$ cat src/rtl/msrim_pkg.sv
// Shared types and constants of the multi-stage ring index manager.
package msrim_pkg;

    // Field widths fixed by the interface
    localparam int CMD_W     = 3;
    localparam int STAGE_W   = 3;
    localparam int FIELD_W   = 10;
    localparam int STATUS_W  = 2;
    localparam int ADDR_W    = 32;
    localparam int RLEN_W    = 11;
    localparam int SCNT_W    = 4;
    localparam int BYTES_W   = 13;
    localparam int CFG_IDX_W = 2;
    localparam int CFG_DATA_W = 32;

    // Command codes
    localparam logic [CMD_W-1:0] CMD_GET       = 3'd0;
    localparam logic [CMD_W-1:0] CMD_PRE_GET   = 3'd1;
    localparam logic [CMD_W-1:0] CMD_UNCHECKED = 3'd2;
    localparam logic [CMD_W-1:0] CMD_PUT       = 3'd3;
    localparam logic [CMD_W-1:0] CMD_QUERY     = 3'd4;
    localparam logic [CMD_W-1:0] CMD_REINIT    = 3'd5;

    // Result status codes
    localparam logic [STATUS_W-1:0] STAT_OK        = 2'd0;
    localparam logic [STATUS_W-1:0] STAT_SHORT     = 2'd1;
    localparam logic [STATUS_W-1:0] STAT_AT_ZERO   = 2'd2;
    localparam logic [STATUS_W-1:0] STAT_TOO_LARGE = 2'd3;

    // Configuration register indexes
    localparam logic [CFG_IDX_W-1:0] CFG_RING_LENGTH   = 2'd0;
    localparam logic [CFG_IDX_W-1:0] CFG_STAGE_COUNT   = 2'd1;
    localparam logic [CFG_IDX_W-1:0] CFG_ELEMENT_BASE  = 2'd2;
    localparam logic [CFG_IDX_W-1:0] CFG_ELEMENT_BYTES = 2'd3;

    // Configuration reset values
    localparam logic [RLEN_W-1:0]  RST_RING_LENGTH   = 11'd1024;
    localparam logic [SCNT_W-1:0]  RST_STAGE_COUNT   = 4'd3;
    localparam logic [ADDR_W-1:0]  RST_ELEMENT_BASE  = 32'd0;
    localparam logic [BYTES_W-1:0] RST_ELEMENT_BYTES = 13'd64;

    // One request
    typedef struct packed {
        logic [CMD_W-1:0]   cmd;
        logic [STAGE_W-1:0] stage;
        logic [FIELD_W-1:0] amount;
    } req_t;

    // One response
    typedef struct packed {
        logic [STATUS_W-1:0] status;
        logic [ADDR_W-1:0]   element_address;
        logic [FIELD_W-1:0]  element_index;
        logic [FIELD_W-1:0]  held_count;
        logic [FIELD_W-1:0]  contiguous_count;
        logic                empty_flag;
    } rsp_t;

    // Controller to datapath commands
    typedef struct packed {
        logic capture;
        logic read;
        logic calc;
        logic load;
    } ctl_t;

endpackage

$ cat src/rtl/msrim_ctrl.sv
// Sequencing state machine and handshake control of the ring index manager.
module msrim_ctrl
(
    input  logic              clk,
    input  logic              rst_n,
    input  logic              req_valid,
    output logic              req_stall,
    output logic              rsp_valid,
    input  logic              rsp_stall,
    output msrim_pkg::ctl_t   ctl
);

    localparam logic [1:0] ST_IDLE   = 2'd0;
    localparam logic [1:0] ST_READ   = 2'd1;
    localparam logic [1:0] ST_CALC   = 2'd2;
    localparam logic [1:0] ST_FINISH = 2'd3;

    logic [1:0] state_reg;
    logic [1:0] state_next;
    logic       rsp_valid_reg;
    logic       rsp_valid_next;

    // Datapath commands
    always_comb
    begin
        ctl.capture = (state_reg == ST_IDLE) && req_valid;
        ctl.read    = (state_reg == ST_READ);
        ctl.calc    = (state_reg == ST_CALC);
        ctl.load    = (state_reg == ST_FINISH) && (!rsp_valid_reg || !rsp_stall);
    end

    assign req_stall = (state_reg != ST_IDLE);
    assign rsp_valid = rsp_valid_reg;

    // Next state
    always_comb
    begin
        state_next = state_reg;
        case (state_reg)
            ST_IDLE:
            begin
                if (req_valid)
                    state_next = ST_READ;
            end
            ST_READ:   state_next = ST_CALC;
            ST_CALC:   state_next = ST_FINISH;
            ST_FINISH:
            begin
                if (ctl.load)
                    state_next = ST_IDLE;
            end
            default:   state_next = ST_IDLE;
        endcase
    end

    // Output register occupancy
    always_comb
    begin
        rsp_valid_next = rsp_valid_reg;
        if (ctl.load)
            rsp_valid_next = 1'b1;
        else if (!rsp_stall)
            rsp_valid_next = 1'b0;
    end

    always_ff @(posedge clk or negedge rst_n)
    begin
        if (!rst_n)
        begin
            state_reg     <= ST_IDLE;
            rsp_valid_reg <= 1'b0;
        end
        else
        begin
            state_reg     <= state_next;
            rsp_valid_reg <= rsp_valid_next;
        end
    end

endmodule

$ cat src/rtl/msrim_dp.sv
// Index tables, configuration registers and arithmetic of the ring index manager.
module msrim_dp
#(
    parameter int MAX_STAGES = 8,
    parameter int MAX_RING   = 1024
)
(
    input  logic                                 clk,
    input  logic                                 rst_n,
    input  msrim_pkg::req_t                      req,
    input  msrim_pkg::ctl_t                      ctl,
    input  logic                                 cfg_we,
    input  logic [msrim_pkg::CFG_IDX_W-1:0]      cfg_index,
    input  logic [msrim_pkg::CFG_DATA_W-1:0]     cfg_data,
    output msrim_pkg::rsp_t                      rsp
);

    localparam int FW    = msrim_pkg::FIELD_W;
    localparam int IDX_W = $clog2(MAX_RING);
    localparam int LEN_W = $clog2(MAX_RING + 1);
    localparam int CNT_W = ((LEN_W > FW) ? LEN_W : FW) + 1;
    localparam int SW    = $clog2(MAX_STAGES);
    localparam int STW   = $clog2(MAX_STAGES + 1);
    localparam int PW    = IDX_W + msrim_pkg::BYTES_W;
    localparam int AW    = msrim_pkg::ADDR_W;
    localparam int NSEL  = 1 << msrim_pkg::STAGE_W;

    // Configuration registers
    logic [msrim_pkg::RLEN_W-1:0]  ring_length_reg;
    logic [msrim_pkg::SCNT_W-1:0]  stage_count_reg;
    logic [AW-1:0]                 element_base_reg;
    logic [msrim_pkg::BYTES_W-1:0] element_bytes_reg;

    // Per-stage index tables
    logic [IDX_W-1:0] in_tbl_reg  [MAX_STAGES];
    logic [IDX_W-1:0] out_tbl_reg [MAX_STAGES];

    // Request and intermediate results
    msrim_pkg::req_t               req_reg;
    logic [IDX_W-1:0]              ii_reg;
    logic [IDX_W-1:0]              oi_reg;
    logic [PW-1:0]                 prod_reg;
    logic [PW-1:0]                 prod_next;
    logic [msrim_pkg::STATUS_W-1:0] status_reg;
    logic [msrim_pkg::STATUS_W-1:0] status_next;
    logic [FW-1:0]                 held_reg;
    logic [FW-1:0]                 cont_reg;
    logic                          empty_reg;
    logic                          addr_en_reg;
    logic                          addr_en_next;
    msrim_pkg::rsp_t               rsp_reg;
    msrim_pkg::rsp_t               rsp_next;

    logic [LEN_W-1:0] len_eff;
    logic [STW-1:0]   stages_eff;
    logic [SW-1:0]    s_sel;
    logic [STW-1:0]   nx_w;
    logic [SW-1:0]    nx_sel;
    logic [SW-1:0]    rd_sel;
    logic [IDX_W-1:0] in_rd;
    logic [CNT_W-1:0] amt_w;
    logic [CNT_W-1:0] len_w;
    logic [CNT_W-1:0] ii_w;
    logic [CNT_W-1:0] oi_w;
    logic [CNT_W-1:0] held_w;
    logic [CNT_W-1:0] cont_w;
    logic [CNT_W-1:0] adv_sum;
    logic [IDX_W-1:0] adv_idx;
    logic             range_cmd;
    logic             too_big;
    logic             short_amt;
    logic             out_we;
    logic             in_we;
    logic             restart;

    // Effective ring length and stage count, clamped
    always_comb
    begin
        if (ring_length_reg < 11'd2)
            len_eff = LEN_W'(2);
        else if (ring_length_reg > MAX_RING)
            len_eff = LEN_W'(MAX_RING);
        else
            len_eff = LEN_W'(ring_length_reg);

        if (stage_count_reg < 4'd2)
            stages_eff = STW'(2);
        else if (stage_count_reg > MAX_STAGES)
            stages_eff = STW'(MAX_STAGES);
        else
            stages_eff = STW'(stage_count_reg);
    end

    // Addressed stage, folded into the table depth
    always_comb
    begin
        s_sel = '0;
        for (int i = 0; i < NSEL; i++)
        begin
            if (req_reg.stage == msrim_pkg::STAGE_W'(i))
                s_sel = SW'(i % MAX_STAGES);
        end
    end

    // Following stage; the last one hands on to stage zero
    always_comb
    begin
        nx_w = STW'(s_sel) + STW'(1);
        if ((nx_w >= stages_eff) || (nx_w >= MAX_STAGES))
            nx_sel = '0;
        else
            nx_sel = SW'(nx_w);
    end

    // Single in-table read port: own stage first, then the following stage
    assign rd_sel = ctl.calc ? nx_sel : s_sel;
    assign in_rd  = in_tbl_reg[rd_sel];

    // Counts and command decision
    always_comb
    begin
        amt_w = CNT_W'(req_reg.amount);
        len_w = CNT_W'(len_eff);
        ii_w  = CNT_W'(ii_reg);
        oi_w  = CNT_W'(oi_reg);

        if (ii_w >= oi_w)
        begin
            held_w = ii_w - oi_w;
            cont_w = ii_w - oi_w;
        end
        else
        begin
            held_w = len_w + ii_w - oi_w;
            cont_w = len_w - oi_w;
        end

        range_cmd = req_reg.cmd inside {msrim_pkg::CMD_GET, msrim_pkg::CMD_PRE_GET,
                                        msrim_pkg::CMD_UNCHECKED, msrim_pkg::CMD_PUT};
        too_big   = range_cmd && (amt_w > (len_w - CNT_W'(1)));
        short_amt = amt_w > held_w;

        status_next  = msrim_pkg::STAT_OK;
        addr_en_next = 1'b0;
        out_we       = 1'b0;
        in_we        = 1'b0;
        if (too_big)
            status_next = msrim_pkg::STAT_TOO_LARGE;
        else
        begin
            case (req_reg.cmd)
                msrim_pkg::CMD_GET:
                begin
                    if (short_amt)
                        status_next = msrim_pkg::STAT_SHORT;
                    else
                    begin
                        addr_en_next = 1'b1;
                        out_we       = 1'b1;
                    end
                end
                msrim_pkg::CMD_PRE_GET:
                begin
                    if (short_amt)
                        status_next = msrim_pkg::STAT_SHORT;
                    else if (oi_reg == '0)
                        status_next = msrim_pkg::STAT_AT_ZERO;
                end
                msrim_pkg::CMD_UNCHECKED:
                begin
                    addr_en_next = 1'b1;
                    out_we       = 1'b1;
                end
                msrim_pkg::CMD_PUT:
                begin
                    in_we = 1'b1;
                end
                default:
                begin
                    status_next = msrim_pkg::STAT_OK;
                end
            endcase
        end
    end

    // Shared wrap-around advance: out-index for gets, next in-index for puts
    always_comb
    begin
        if (req_reg.cmd == msrim_pkg::CMD_PUT)
            adv_sum = CNT_W'(in_rd) + amt_w;
        else
            adv_sum = oi_w + amt_w;
        if (adv_sum >= len_w)
            adv_sum = adv_sum - len_w;
        adv_idx = IDX_W'(adv_sum);
    end

    assign prod_next = PW'(oi_reg) * PW'(element_bytes_reg);

    assign restart = (cfg_we && (cfg_index inside {msrim_pkg::CFG_RING_LENGTH,
                                                   msrim_pkg::CFG_STAGE_COUNT}))
                   || (ctl.calc && (req_reg.cmd == msrim_pkg::CMD_REINIT));

    // Configuration registers
    always_ff @(posedge clk or negedge rst_n)
    begin
        if (!rst_n)
        begin
            ring_length_reg   <= msrim_pkg::RST_RING_LENGTH;
            stage_count_reg   <= msrim_pkg::RST_STAGE_COUNT;
            element_base_reg  <= msrim_pkg::RST_ELEMENT_BASE;
            element_bytes_reg <= msrim_pkg::RST_ELEMENT_BYTES;
        end
        else if (cfg_we)
        begin
            case (cfg_index)
                msrim_pkg::CFG_RING_LENGTH:
                    ring_length_reg <= cfg_data[msrim_pkg::RLEN_W-1:0];
                msrim_pkg::CFG_STAGE_COUNT:
                    stage_count_reg <= cfg_data[msrim_pkg::SCNT_W-1:0];
                msrim_pkg::CFG_ELEMENT_BASE:
                    element_base_reg <= cfg_data[AW-1:0];
                msrim_pkg::CFG_ELEMENT_BYTES:
                    element_bytes_reg <= cfg_data[msrim_pkg::BYTES_W-1:0];
                default:
                    element_base_reg <= element_base_reg;
            endcase
        end
    end

    // Index tables: stage zero starts full (in-index 0, out-index 1), all others empty at 1
    always_ff @(posedge clk or negedge rst_n)
    begin
        if (!rst_n)
        begin
            for (int i = 0; i < MAX_STAGES; i++)
            begin
                in_tbl_reg[i]  <= (i == 0) ? '0 : IDX_W'(1);
                out_tbl_reg[i] <= IDX_W'(1);
            end
        end
        else if (restart)
        begin
            for (int i = 0; i < MAX_STAGES; i++)
            begin
                in_tbl_reg[i]  <= (i == 0) ? '0 : IDX_W'(1);
                out_tbl_reg[i] <= IDX_W'(1);
            end
        end
        else if (ctl.calc)
        begin
            if (out_we)
                out_tbl_reg[s_sel] <= adv_idx;
            if (in_we)
                in_tbl_reg[nx_sel] <= adv_idx;
        end
    end

    // Request capture and pipeline of intermediates
    always_ff @(posedge clk)
    begin
        if (ctl.capture)
            req_reg <= req;
        if (ctl.read)
        begin
            ii_reg <= in_rd;
            oi_reg <= out_tbl_reg[s_sel];
        end
        if (ctl.calc)
        begin
            prod_reg    <= prod_next;
            status_reg  <= status_next;
            held_reg    <= FW'(held_w);
            cont_reg    <= FW'(cont_w);
            empty_reg   <= (ii_reg == oi_reg);
            addr_en_reg <= addr_en_next;
        end
        if (ctl.load)
            rsp_reg <= rsp_next;
    end

    // Response assembly
    always_comb
    begin
        rsp_next.status           = status_reg;
        rsp_next.element_address  = addr_en_reg ? (element_base_reg + AW'(prod_reg)) : '0;
        rsp_next.element_index    = FW'(oi_reg);
        rsp_next.held_count       = held_reg;
        rsp_next.contiguous_count = cont_reg;
        rsp_next.empty_flag       = empty_reg;
    end

    assign rsp = rsp_reg;

endmodule

$ cat src/rtl/multi_stage_ring_index_manager.sv
// Top level of the multi-stage ring index manager.
// Sequence: an accepted request passes through the read, calculate and load steps
// of the sequencer before its response is registered, and a new request is taken
// only when the sequencer is idle again; a stalled response holds it in its last step.
// Reset: asynchronous, active low; restores the sequencer, configuration and index tables at once.
module multi_stage_ring_index_manager
#(
    parameter int MAX_STAGES = 8,
    parameter int MAX_RING   = 1024
)
(
    input  logic                                 clk,
    input  logic                                 rst_n,
    input  logic                                 req_valid,
    output logic                                 req_stall,
    input  msrim_pkg::req_t                      req,
    output logic                                 rsp_valid,
    input  logic                                 rsp_stall,
    output msrim_pkg::rsp_t                      rsp,
    input  logic                                 cfg_we,
    input  logic [msrim_pkg::CFG_IDX_W-1:0]      cfg_index,
    input  logic [msrim_pkg::CFG_DATA_W-1:0]     cfg_data
);

    msrim_pkg::ctl_t ctl;

    // Sequencer
    msrim_ctrl u_ctrl
    (
        .clk       (clk),
        .rst_n     (rst_n),
        .req_valid (req_valid),
        .req_stall (req_stall),
        .rsp_valid (rsp_valid),
        .rsp_stall (rsp_stall),
        .ctl       (ctl)
    );

    // Tables and arithmetic
    msrim_dp
    #(
        .MAX_STAGES (MAX_STAGES),
        .MAX_RING   (MAX_RING)
    )
    u_dp
    (
        .clk       (clk),
        .rst_n     (rst_n),
        .req       (req),
        .ctl       (ctl),
        .cfg_we    (cfg_we),
        .cfg_index (cfg_index),
        .cfg_data  (cfg_data),
        .rsp       (rsp)
    );

    // One request at a time: the port closes right after an acceptance
    assert property (@(posedge clk) disable iff (!rst_n)
        (req_valid && !req_stall) |=> req_stall)
        else $error("request accepted while another is in flight");

    // Sequencer steps never overlap
    assert property (@(posedge clk) disable iff (!rst_n)
        $onehot0({ctl.capture, ctl.read, ctl.calc, ctl.load}))
        else $error("overlapping sequencer commands");

    // A loaded response is offered on the next cycle
    assert property (@(posedge clk) disable iff (!rst_n)
        ctl.load |=> rsp_valid)
        else $error("loaded response not presented");

    // Only successful gets carry an address
    assert property (@(posedge clk) disable iff (!rst_n)
        (rsp_valid && (rsp.status != msrim_pkg::STAT_OK)) |-> (rsp.element_address == '0))
        else $error("address given on a failed request");

endmodule
$ cat config.mk
export PLATFORM = sky130hd
export DESIGN_NAME = multi_stage_ring_index_manager
export DESIGN_NICKNAME = d
export VERILOG_FILES = /design/src/rtl/msrim_pkg.sv /design/src/rtl/msrim_ctrl.sv /design/src/rtl/msrim_dp.sv /design/src/rtl/multi_stage_ring_index_manager.sv
export SDC_FILE = /design/constraint.sdc
export NUM_CORES = 1
export LEC_CHECK = 0
export BUFFER_PORTS_ARGS = -buffer_cell sky130_fd_sc_hd__clkbuf_2
export CORE_ASPECT_RATIO = 2
export CORE_MARGIN = 2
export CORE_UTILIZATION = 63
export CTS_CLUSTER_SIZE = 30
export DETAILED_ROUTE_END_ITERATION = 7
export GPL_TIMING_DRIVEN = 0
export PLACE_DENSITY_LB_ADDON = 0.05
export SLEW_MARGIN = 40
export SYNTH_ARGS = -nofsm -noshare
export SYNTH_HDL_FRONTEND = slang
export SYNTH_SLANG_ARGS = --single-unit
$ cat constraint.sdc
create_clock -name clk -period 9.1 [get_ports clk]
set_clock_uncertainty 0.15 [all_clocks]
set_input_delay 0.91 -clock clk [delete_from_list [all_inputs] [get_ports clk]]
set_output_delay 0.91 -clock clk [all_outputs]
set_load 0.02 [all_outputs]
==> impl_metrics.ini, run 1 <==
[routing]
drtIter0Drc = 1115
firstDrtPassIters = 5
vias_per_cell = 6.26
wl_per_cell_um = 22.8
ant_nets = 0
vias = 17925
drc = 0
routed_wl_mm = 65.2

[worst_hold_path]
hold_path_class = in2async

[synthesis]
syn-instance-count = 2208
ys_dominant_reg_cell = dfrtp_1
syn_area_um2 = 24200
syn_nets = 2529
yosysUniqueCellTypes = 85
avgSynthCellArea_um2 = 11.0
yosysWarnings = 0
synth-seq-cells = 371
seq_area_frac_synth = 0.415
async_flop_share = 0.601
synth_edf_count = 148

[run]
maxCapViolCount = 0

[worst_setup_path]
path_common_cell = ha_1
crit_arrival_ns = 8.81
r2r_start = u_dp.req_reg[10]
criticalPathCategory = reg2reg
r2r_cells = 32
rrSetupSlack_ns = 0.57
setup.worst_path.start_class = flip-flop
r2r-end = u_dp.out_tbl_reg[27]
critPathMaxFanout = 17
endpoint_kind = flip-flop
crit_path_max_incr_delay_ns = 0.53
critical_path_required_ns = 9.38
worst_path_max_delay_cell = mux2_2

[timing]
finalHoldViolCount = 0
worst_pin_slew_ns = 0.809
rsz0062_at_grt = no
tns_ns = 0
report.final.slew_viol_count = 0
slew_headroom = 0.455
fin_crit_sh = 0.938
final.min_clock_period_ns = 8.53
setup-violations-final = 0
clock.fmax_mhz = 117

[die]
coreArea_um2 = 37900
initial_core_util = 0.638
die_x_um = 143
rows = 101
dieArea_um2 = 40100
io_pins = 122
die_height_um = 281

[final_layout]
drive_gt1_frac = 0.151
n_antenna_cell = 0
final_cell_mix = 231 x nand2_1, 204 x dfrtp_1, 185 x inv_1
syn2layout_area_growth_pct = 10.6
final_nets = 2693
final_common_cell = nand2_1

[clock_tree]
cts_max_path_buffers = 3
clock_sinks = 371
clk_pin_slew_worst_paths_ns = 0.06
numCtsBuffers = 35
insertion_delay_ns = 0.57
cts_tree = done
cts_root_buf = clkbuf_16
postCtsHoldBufs = 0
cts-resized-gates = 0
post_cts_buffers = 0
cts_max_level = 2

[placed_design]
hpwl_mm = 50.7
numPortBuffers = 121
place_congestion = 0.948

[outcome]
status = finished, final reports clean

[global_routing]
grt_antenna_before_repair = 0
grt_pass1_vias = 19063
grt_pass1_wl_mm = 102
overflow = 0
grt_max_degree = 72
grt_usage = 0.333
## synth_stat cells (14+ instances only)
| library cell | number | area, um2 |
|---|---|---|
| a211oi_1 | 17 | 128 |
| a21o_1 | 30 | 225 |
| a21oi_1 | 82 | 410 |
| a22o_1 | 64 | 561 |
| and2_1 | 62 | 388 |
| buf_2 | 14 | 70.1 |
| clkbuf_1 | 58 | 218 |
| dfrtp_1 | 204 | 5100 |
| dfstp_2 | 19 | 499 |
| edfxtp_1 | 148 | 4440 |
| fa_1 | 101 | 2020 |
| ha_1 | 165 | 2060 |
| inv_1 | 185 | 694 |
| mux2_2 | 97 | 1090 |
| mux2i_1 | 143 | 1430 |
| nand2_1 | 231 | 867 |
| nand2b_1 | 18 | 113 |
| nand3_1 | 38 | 190 |
| nand4_1 | 15 | 93.8 |
| nor2_1 | 97 | 364 |
| nor2b_1 | 15 | 93.8 |
| nor3_1 | 37 | 185 |
| o21a_1 | 16 | 120 |
| o21ai_0 | 54 | 270 |
| o21bai_1 | 17 | 128 |
| o2bb2ai_1 | 19 | 166 |
| xnor2_1 | 52 | 455 |
| xor2_1 | 18 | 158 |
## stage by stage
step | instances | hold slack (ns) | setup WS, ns | area [um2] | util
after CTS | 2863 | 0.158 | 0.202 | 26700 | 0.705
after floorplan | 2208 | 0.250 | 1.92 | 24200 | -
after detailed placement | 2799 | 0.255 | 0.237 | 25600 | 0.675
after global routing | 2862 | 0.180 | 0.0632 | 26800 | 0.706
after global placement | 2792 | 0.251 | 0.338 | 25400 | 0.669
final | 2862 | 0.149 | 0.566 | 26800 | 0.706
## cell type report
class | count | area (um2)
fillers | 2802 | 11200
multi-input cells | 1564 | 13100
clock buffers | 53 | 1040
inverters | 188 | 706
well taps | 463 | 579
repair buffers | 128 | 762
flip-flops and latches | 371 | 10000
clock inverters | 11 | 129
plain buffers | 84 | 370
## worst max path at each step
stage                              from              endpoint  slack (ns)  cells after the start
detailed placement     u_dp.req_reg[10]  u_dp.out_tbl_reg[27]        0.24                     33
global placement    u_ctrl.state_reg[0]  u_dp.out_tbl_reg[43]        0.34                     28
global route           u_dp.req_reg[10]  u_dp.out_tbl_reg[65]        0.06                     32
CTS                    u_dp.req_reg[10]  u_dp.out_tbl_reg[27]        0.20                     33
floorplan              u_dp.req_reg[10]  u_dp.out_tbl_reg[26]        1.92                     33
finish                 u_dp.req_reg[10]  u_dp.out_tbl_reg[27]        0.57                     32
## kinds of logic after synthesis
| kind of cell | after synthesis | synth area share |
|---|---|---|
| AND/OR/NAND/NOR | 582 | 0.116 |
| AO/OA/AOI/OAI | 395 | 0.116 |
| flip-flops | 371 | 0.415 |
| buffers and inverters | 273 | 0.0445 |
| adder cells (fa/ha/maj) | 266 | 0.169 |
| multiplexers | 251 | 0.114 |
| XOR/XNOR | 70 | 0.0253 |
## routing by layer
layer  up-vias  track usage  part of all wire
met4         0        0.257             0.090
met3       259       0.0392             0.047
li1       8159            -                 -
met5         -            0                 0
met1      8865        0.334              0.33
met2       642        0.614              0.53
## worst max-delay path, delay by kind of cell, from the launching register on
family,cells,cell delay (ns)
AO/OA/AOI/OAI,9,1.96
multiplexers,6,1.59
adder cells (fa/ha/maj),5,1.48
buffers and inverters,5,1.34
AND/OR/NAND/NOR,5,1.03
XOR/XNOR,2,0.50
flip-flops,1,0.32
Power of run 1 is not shown: default switching activity piles up to over one toggle a cycle in this logic, so the estimate is an artifact.
==> inputs of run 2 (changes only) <==
--- a/config.mk
+++ b/config.mk
@@ -5,12 +5,12 @@
 export SDC_FILE = /design/constraint.sdc
 export NUM_CORES = 1
 export LEC_CHECK = 0
-export BUFFER_PORTS_ARGS = -buffer_cell sky130_fd_sc_hd__clkbuf_2
 export CORE_ASPECT_RATIO = 2
 export CORE_MARGIN = 2
-export CORE_UTILIZATION = 63
+export CORE_UTILIZATION = 65
 export CTS_CLUSTER_SIZE = 30
 export DETAILED_ROUTE_END_ITERATION = 7
+export DONT_BUFFER_PORTS = 1
 export GPL_TIMING_DRIVEN = 0
 export PLACE_DENSITY_LB_ADDON = 0.05
 export SLEW_MARGIN = 40
==> constraint.sdc (replaced) <==
create_clock -name clk -period 9.1 [get_ports clk]
set_clock_uncertainty 0.15 [all_clocks]
set_input_delay 1.82 -clock clk [delete_from_list [all_inputs] [get_ports clk]]
set_output_delay 1.82 -clock clk [all_outputs]
set_load 0.02 [all_outputs]
==> run 2 against run 1 <==
Utilization increased by 0.35 points. Global-route usage decreased by 2.0 points. Register-to-register slack improved by 0.06 ns. Sequential share of layout area increased by 0.83 points. Worst setup slack improved by 0.062 ns. Critical path type unchanged. First-iteration DRC count increased by 19%. Final area decreased by 2.2%. Fmax increased by 0.73%. Die area decreased by 3.0%.
==> impl_metrics.ini, run 2 (synthesis results as in run 1) <==
[worst_setup_path]
endpoint_kind = flip-flop
rrSetupSlack_ns = 0.63
r2r_cells = 32
r2r-end = u_dp.out_tbl_reg[55]
path_common_cell = ha_1
r2r_start = u_dp.req_reg[10]
criticalPathCategory = reg2reg
worst_path_max_delay_cell = mux2_2
critPathMaxFanout = 17
crit_start = u_dp.req_reg[10]
crit_path_max_incr_delay_ns = 0.50
crit_arrival_ns = 8.74
setup.worst_path.start_class = flip-flop
critical_path_required_ns = 9.37

[final_layout]
final_core_util = 0.709
multiInputGateArea_um2 = 13100
final_nets = 2570
final_cell_mix = 231 x nand2_1, 204 x dfrtp_1, 185 x inv_1
nFillCells = 2690
regArea_um2 = 10000
final_cells = 2737
syn2layout_area_growth_pct = 8.19
drive_gt1_frac = 0.106
final_common_cell = nand2_1

[clock_tree]
cts_max_level = 2
post_cts_buffers = 0
cts_max_path_buffers = 3
cts_root_buf = clkbuf_16
clk_pin_slew_worst_paths_ns = 0.07
insertion_delay_ns = 0.56
postCtsHoldBufs = 0
cts_tree = done
clock_sinks = 371
numCtsBuffers = 35

[die]
coreArea_um2 = 36900
initial_core_util = 0.655
rows = 100
io_pins = 122
die_x_um = 140
die_height_um = 277
dieArea_um2 = 38900

[timing]
setup_ws_ns = 0.627
final.min_clock_period_ns = 8.47
tns_ns = 0
clock.fmax_mhz = 118
rsz0062_at_grt = no
report.final.slew_viol_count = 0
worst_pin_slew_ns = 0.883
fin_crit_sh = 0.931
setup-violations-final = 0
slew_headroom = 0.411
finalHoldViolCount = 0

[global_routing]
grt_max_degree = 224
overflow = 0
grt_usage = 0.314
grt_pass1_vias = 16991
grt_antenna_before_repair = 0
grt_pass1_wl_mm = 94.9

[worst_hold_path]
hold_path_class = reg2reg
min_to = u_dp.rsp[14]
hold_depth = 0
hp-start = u_dp.held_reg[3]

[placed_design]
hpwl_mm = 43.7
numPortBuffers = 0
numPlacedInstances = 2672
dp_slack_ns = 0.395
place_congestion = 0.931

[run]
maxCapViolCount = 0

[outcome]
status = finished, final reports clean

[routing]
firstDrtPassIters = 5
drc = 0
routed_wl_mm = 60.5
wl_per_cell_um = 22.1
vias_per_cell = 6.33
ant_nets = 0
drtIter0Drc = 1326
vias = 17322
run 2: cell type report:
| cell class | instances | area share |
|---|---|---|
| clock buffers | 43 | 0.0366 |
| inverters | 188 | 0.0270 |
| flip-flops and latches | 371 | 0.384 |
| well taps | 459 | 0.0219 |
| diodes | 2 | 0.000191 |
| multi-input cells | 1564 | 0.501 |
| clock inverters | 21 | 0.0124 |
| plain buffers | 84 | 0.0141 |
| repair buffers | 5 | 0.00306 |
run 2: worst max-delay path by stage:
stage | end | slack, ns | depth (start not counted)
floorplan | u_dp.rsp[0] | 1.80 | 1
global placement | u_dp.rsp[54] | -0.67 | 1
detailed placement | u_dp.out_tbl_reg[55] | 0.39 | 33
CTS | u_dp.out_tbl_reg[55] | 0.28 | 33
global route | u_dp.out_tbl_reg[55] | 0.06 | 32
finish | u_dp.out_tbl_reg[55] | 0.63 | 32
run 2: metrics by stage:
step / hold slack (ns) / instance area [um2]
finish: 0.271 / 26200
global placement: 0.251 / 24800
CTS: 0.271 / 26200
floorplan: 0.250 / 24200
global route: 0.276 / 26200
detailed placement: 0.255 / 24900
run 2: routing by layer:
layer	wire, um	global-route usage	vias up	part of all wire
li1	-	-	7937	-
met1	25400	0.433	8677	0.42
met2	29500	0.513	584	0.49
met3	3420	0.0386	124	0.056
met4	2120	0.117	0	0.035
met5	0	0	-	0
run 2: timing repair:
| action | CTS | global route |
|---|---|---|
| endpoints found under the hold margin | 0 | 0 |
| resized for setup | 0 | 1 |
| endpoints found under the setup margin | 0 | 130 |
run 2: worst max-delay path, delay by kind of cell, from the launching register on:
family	cells	cell delay (ns)
compound gates	9	1.94
xor+xnor	2	0.43
fa+ha+maj	5	1.52
buf+inv	5	1.42
flops	1	0.32
mux	6	1.58
simple gates	5	0.98
Power of run 2 is left out for the same reason.
